`src/rtl/lbp_pkg.sv`:
```
// shared types, constants and the pattern function of the local binary pattern block
package lbp_pkg;

    localparam int PIX_W      = 8;
    localparam int ROW_W      = 12;
    localparam int OCOL_W     = 10;
    localparam int FW_W       = 11;
    localparam int FH_W       = 12;
    localparam int CFG_IDX_W  = 4;
    localparam int CFG_DATA_W = 12;
    localparam int WIN_COLS   = 3;

    localparam int FRAME_W_RST = 640;
    localparam int FRAME_H_RST = 480;

    localparam logic [CFG_IDX_W-1:0] CFG_FRAME_WIDTH  = 4'd0;
    localparam logic [CFG_IDX_W-1:0] CFG_FRAME_HEIGHT = 4'd1;

    localparam logic CMD_PIXEL = 1'b0;
    localparam logic CMD_FLUSH = 1'b1;

    // one window column: pixels of the upper, middle and lower row
    typedef struct packed {
        logic [PIX_W-1:0] top;
        logic [PIX_W-1:0] mid;
        logic [PIX_W-1:0] bot;
    } t_col;

    typedef struct packed {
        logic en;
        logic load;
    } t_cell_ctl;

    // bit 7 top-left, clockwise, bit 0 left
    function automatic logic [PIX_W-1:0] lbp_code(input t_col l, input t_col c, input t_col r);
        logic [PIX_W-1:0] ctr;
        ctr = c.mid;
        return {l.top >= ctr, c.top >= ctr, r.top >= ctr, r.mid >= ctr,
                r.bot >= ctr, c.bot >= ctr, l.bot >= ctr, l.mid >= ctr};
    endfunction

endpackage

```
`src/rtl/lbp_win_cell.sv`:
```
// one column cell of the 3x3 window chain: loads a fresh column or takes its right neighbor's
module lbp_win_cell (
    input  logic              i_clk,
    input  lbp_pkg::t_cell_ctl i_ctl,
    input  lbp_pkg::t_col     i_right,
    input  lbp_pkg::t_col     i_load_col,
    output lbp_pkg::t_col     o_col
);

    lbp_pkg::t_col r_col;

    always_ff @(posedge i_clk) begin
        if (i_ctl.en) begin
            r_col <= i_ctl.load ? i_load_col : i_right;
        end
    end

    assign o_col = r_col;

endmodule

```
`config.mk`:
```
export PLATFORM = sky130hd
export DESIGN_NAME = lbp_win_cell
export DESIGN_NICKNAME = d
export VERILOG_FILES = /design/src/rtl/lbp_pkg.sv /design/src/rtl/lbp_win_cell.sv
export SDC_FILE = /design/constraint.sdc
export NUM_CORES = 1
export LEC_CHECK = 0
export BUFFER_PORTS_ARGS = -buffer_cell sky130_fd_sc_hd__buf_4
export CORE_MARGIN = 10
export CORE_UTILIZATION = 41
export DETAILED_ROUTE_END_ITERATION = 8
export PLACE_DENSITY = 0.79
export SYNTH_ARGS = -nofsm -noshare
export SYNTH_HDL_FRONTEND = slang
export SYNTH_SLANG_ARGS = --single-unit
```
`constraint.sdc`:
```
create_clock -name i_clk -period 1.04 [get_ports i_clk]
set_input_delay 0.156 -clock i_clk [delete_from_list [all_inputs] [get_ports i_clk]]
set_output_delay 0.156 -clock i_clk [all_outputs]
set_load 0.02 [all_outputs]
```
==> flow_summary_export.csv <==
group,metric,value,unit
die,dieArea,5210,um^2
sta,finalSetupViolations,3,
worst_setup_path,start_kind,"flop",
sta,period_share,1.01,
finish,num_antenna_cells,0,
routing,drtIter0Drc,13,
yosys,synth_nets,102,
finish,fin_nets,180,
routing,drc_errors,0,
sta,timing.final.hold_violations,0,
yosys,syn-instance-count,51,
worst_setup_path,cpMaxStageDelayCell,"edfxtp_1",
routing,num_vias,757,
min_path,min_path_type,"in -> reg",
grt,grt_max_degree,25,
placed_design,gp_congestion,0.688,
yosys,ys_ff_latch,24,
worst_setup_path,crit_type,"reg -> out",
worst_setup_path,critical-path-top-delay-family,"flip-flops",
die,core,2540,um^2
worst_setup_path,cpPeakStageDelay,0.43,ns
sta,worstMarginPinSlew,0.310,ns
clocking,cts_buffers,3,
yosys,yosys.area.top_type,"edfxtp_1",
routing,wl_per_cell,18.9,um
clocking,cts.sinks,24,
job,drv_cap,0,
clocking,cts_max_path_buffers,2,
sta,relSlewSlack,0.793,
sta,fmax,953,MHz
grt,gr-total-overflow,0,
pwr,total_power,2510,uW
routing,drtAntennaViolNets,0,
yosys,netlist_top_cells_area,"edfxtp_1 65%, mux2_4 27%, mux2_2 4.0%",
die,io_pins,75,
finish,drive_gt1_frac,0.813,
pwr,vdd_drop_max,0.890,mV
yosys,synth.cell_area,1120,um^2
die,num_rows,18,
sta,grt_setup_unrepaired,"true",
routing,wl,2.98,mm
routing,drt-pass1-iter-count,4,
clocking,root_buffer,"clkbuf_4",
clocking,htreeDepth,1,
grt,track_usage,0.110,
run_status,outcome,"finished with violations",
worst_setup_path,arrival,0.89,ns
finish,largest_reg_flops,24,
finish,areaGrowthSynthToFinish,64.5,%
clocking,cts_tree,"yes",
yosys,yosysWarningCount,0,
routing,via_per_inst,4.79,
run_status,violations,"setup timing",
yosys,synth_cell_types,5,
worst_setup_path,critPathBufInv,1,
worst_setup_path,critPathMaxFanout,1,
worst_setup_path,required,0.88,ns
grt,grt_pass1_vias,930,
placed_design,port_buffers,74,
pwr,cellPowerDensity,1360,nW/um^2
die,fp.dieW,72.2,um
sta,fin_crit,1.05,ns
worst_setup_path,cp_cell_sequence,"buf_6",
clocking,clkTransAtPathRegs,0.14,ns
sta,finalWorstSetupSlack,-0.00894,ns
pwr,p_leak,0.000846,uW
die,initial_core_util,0.439,
die,die_h,72.2,um
grt,grt_pass1_wl,4.46,mm
sta,slew_viol_final,0,
placed_design,dp_slack,-0.00416,ns
grt,antenna_found_initial,0,
yosys,seq_area_frac_synth,0.645,
yosys,syn-mean-instance-area,21.9,um^2
finish,nFillCells,163,
yosys,yosys.area.top_type_share,0.645,
worst_setup_path,crit_path_end_kind,"primary output",
==> layer usage <==
layer | GRT usage | vias to the layer above | part of all wire
met1 | 0.101 | 360 | 0.33
met3 | 0.0585 | 2 | 0.11
met2 | 0.196 | 43 | 0.55
met4 | 0.0452 | 0 | 0.0094
met5 | 0 | - | 0
li1 | - | 352 | -
==> cell type report <==
class,count,area [um^2],area share
clock buffer,3,22.5,0.0123
sequential,24,721,0.392
timing repair buffer,76,682,0.371
tap,30,37.5,0.0204
multi-input combinational,24,345,0.188
clock inverter,1,30.0,0.0163
==> per-stage QoR <==
| step | util | instance area [um^2] | hold WS, ns | instances | setup TNS, ns |
|---|---|---|---|---|---|
| floorplan | - | 1120 | 0.268 | 51 | 0 |
| global placement | 0.668 | 1700 | 0.457 | 154 | 0 |
| detailed placement | 0.668 | 1700 | 0.459 | 154 | -0.00588 |
| CTS | 0.702 | 1790 | 0.123 | 158 | -0.0828 |
| global route | 0.722 | 1840 | 0.0994 | 158 | -0.707 |
| finish | 0.722 | 1840 | 0.127 | 158 | -0.0117 |
==> cell usage after synthesis, drive strengths merged <==
| master | instances |
|---|---|
| mux2 | 24 |
| buf | 3 |
| edfxtp | 24 |
==> final timing paths <==
kind / start / end / slack [ns] / depth (start not counted)
worst min-delay path: i_load_col[16] / o_col[16] / 0.13 / 2
worst max-delay path: o_col[11] / o_col[11] / -0.009 / 1
==> logic make-up (layout without fill, tap and decap cells) <==
kind of cell / after synthesis / in the layout / share of synthesized area
buf+inv: 3 / 80 / 0.0459
mux: 24 / 24 / 0.309
flops: 24 / 24 / 0.645
==> where the power goes <==
part / total, uW / switching (uW) / leakage (uW) / internal [uW]
sequential: 1210 / 40.0 / 0.000235 / 1170
clock: 675 / 285 / 0.0000279 / 389
combinational: 623 / 239 / 0.000583 / 384
total: 2510 / 564 / 0.000846 / 1940
==> cells in the final DEF (no fill, tap or decap) <==
master     synthesis  routed
clkbuf_4           0       3
buf_6              1      23
edfxtp_1          24      24
bufinv_16          0       1
buf_4              0      51
mux2_2             4       4
mux2_4            20      20
buf_12             2       2
==> timing repair <==
item	CTS	global route
setup endpoints to repair	9	23
cloned	0	0
hold endpoints to repair	0	0
hold buffers	0	0
resized for setup	9	14
setup buffers	0	0
No activity file was read; power rests on OpenSTA's default activity.
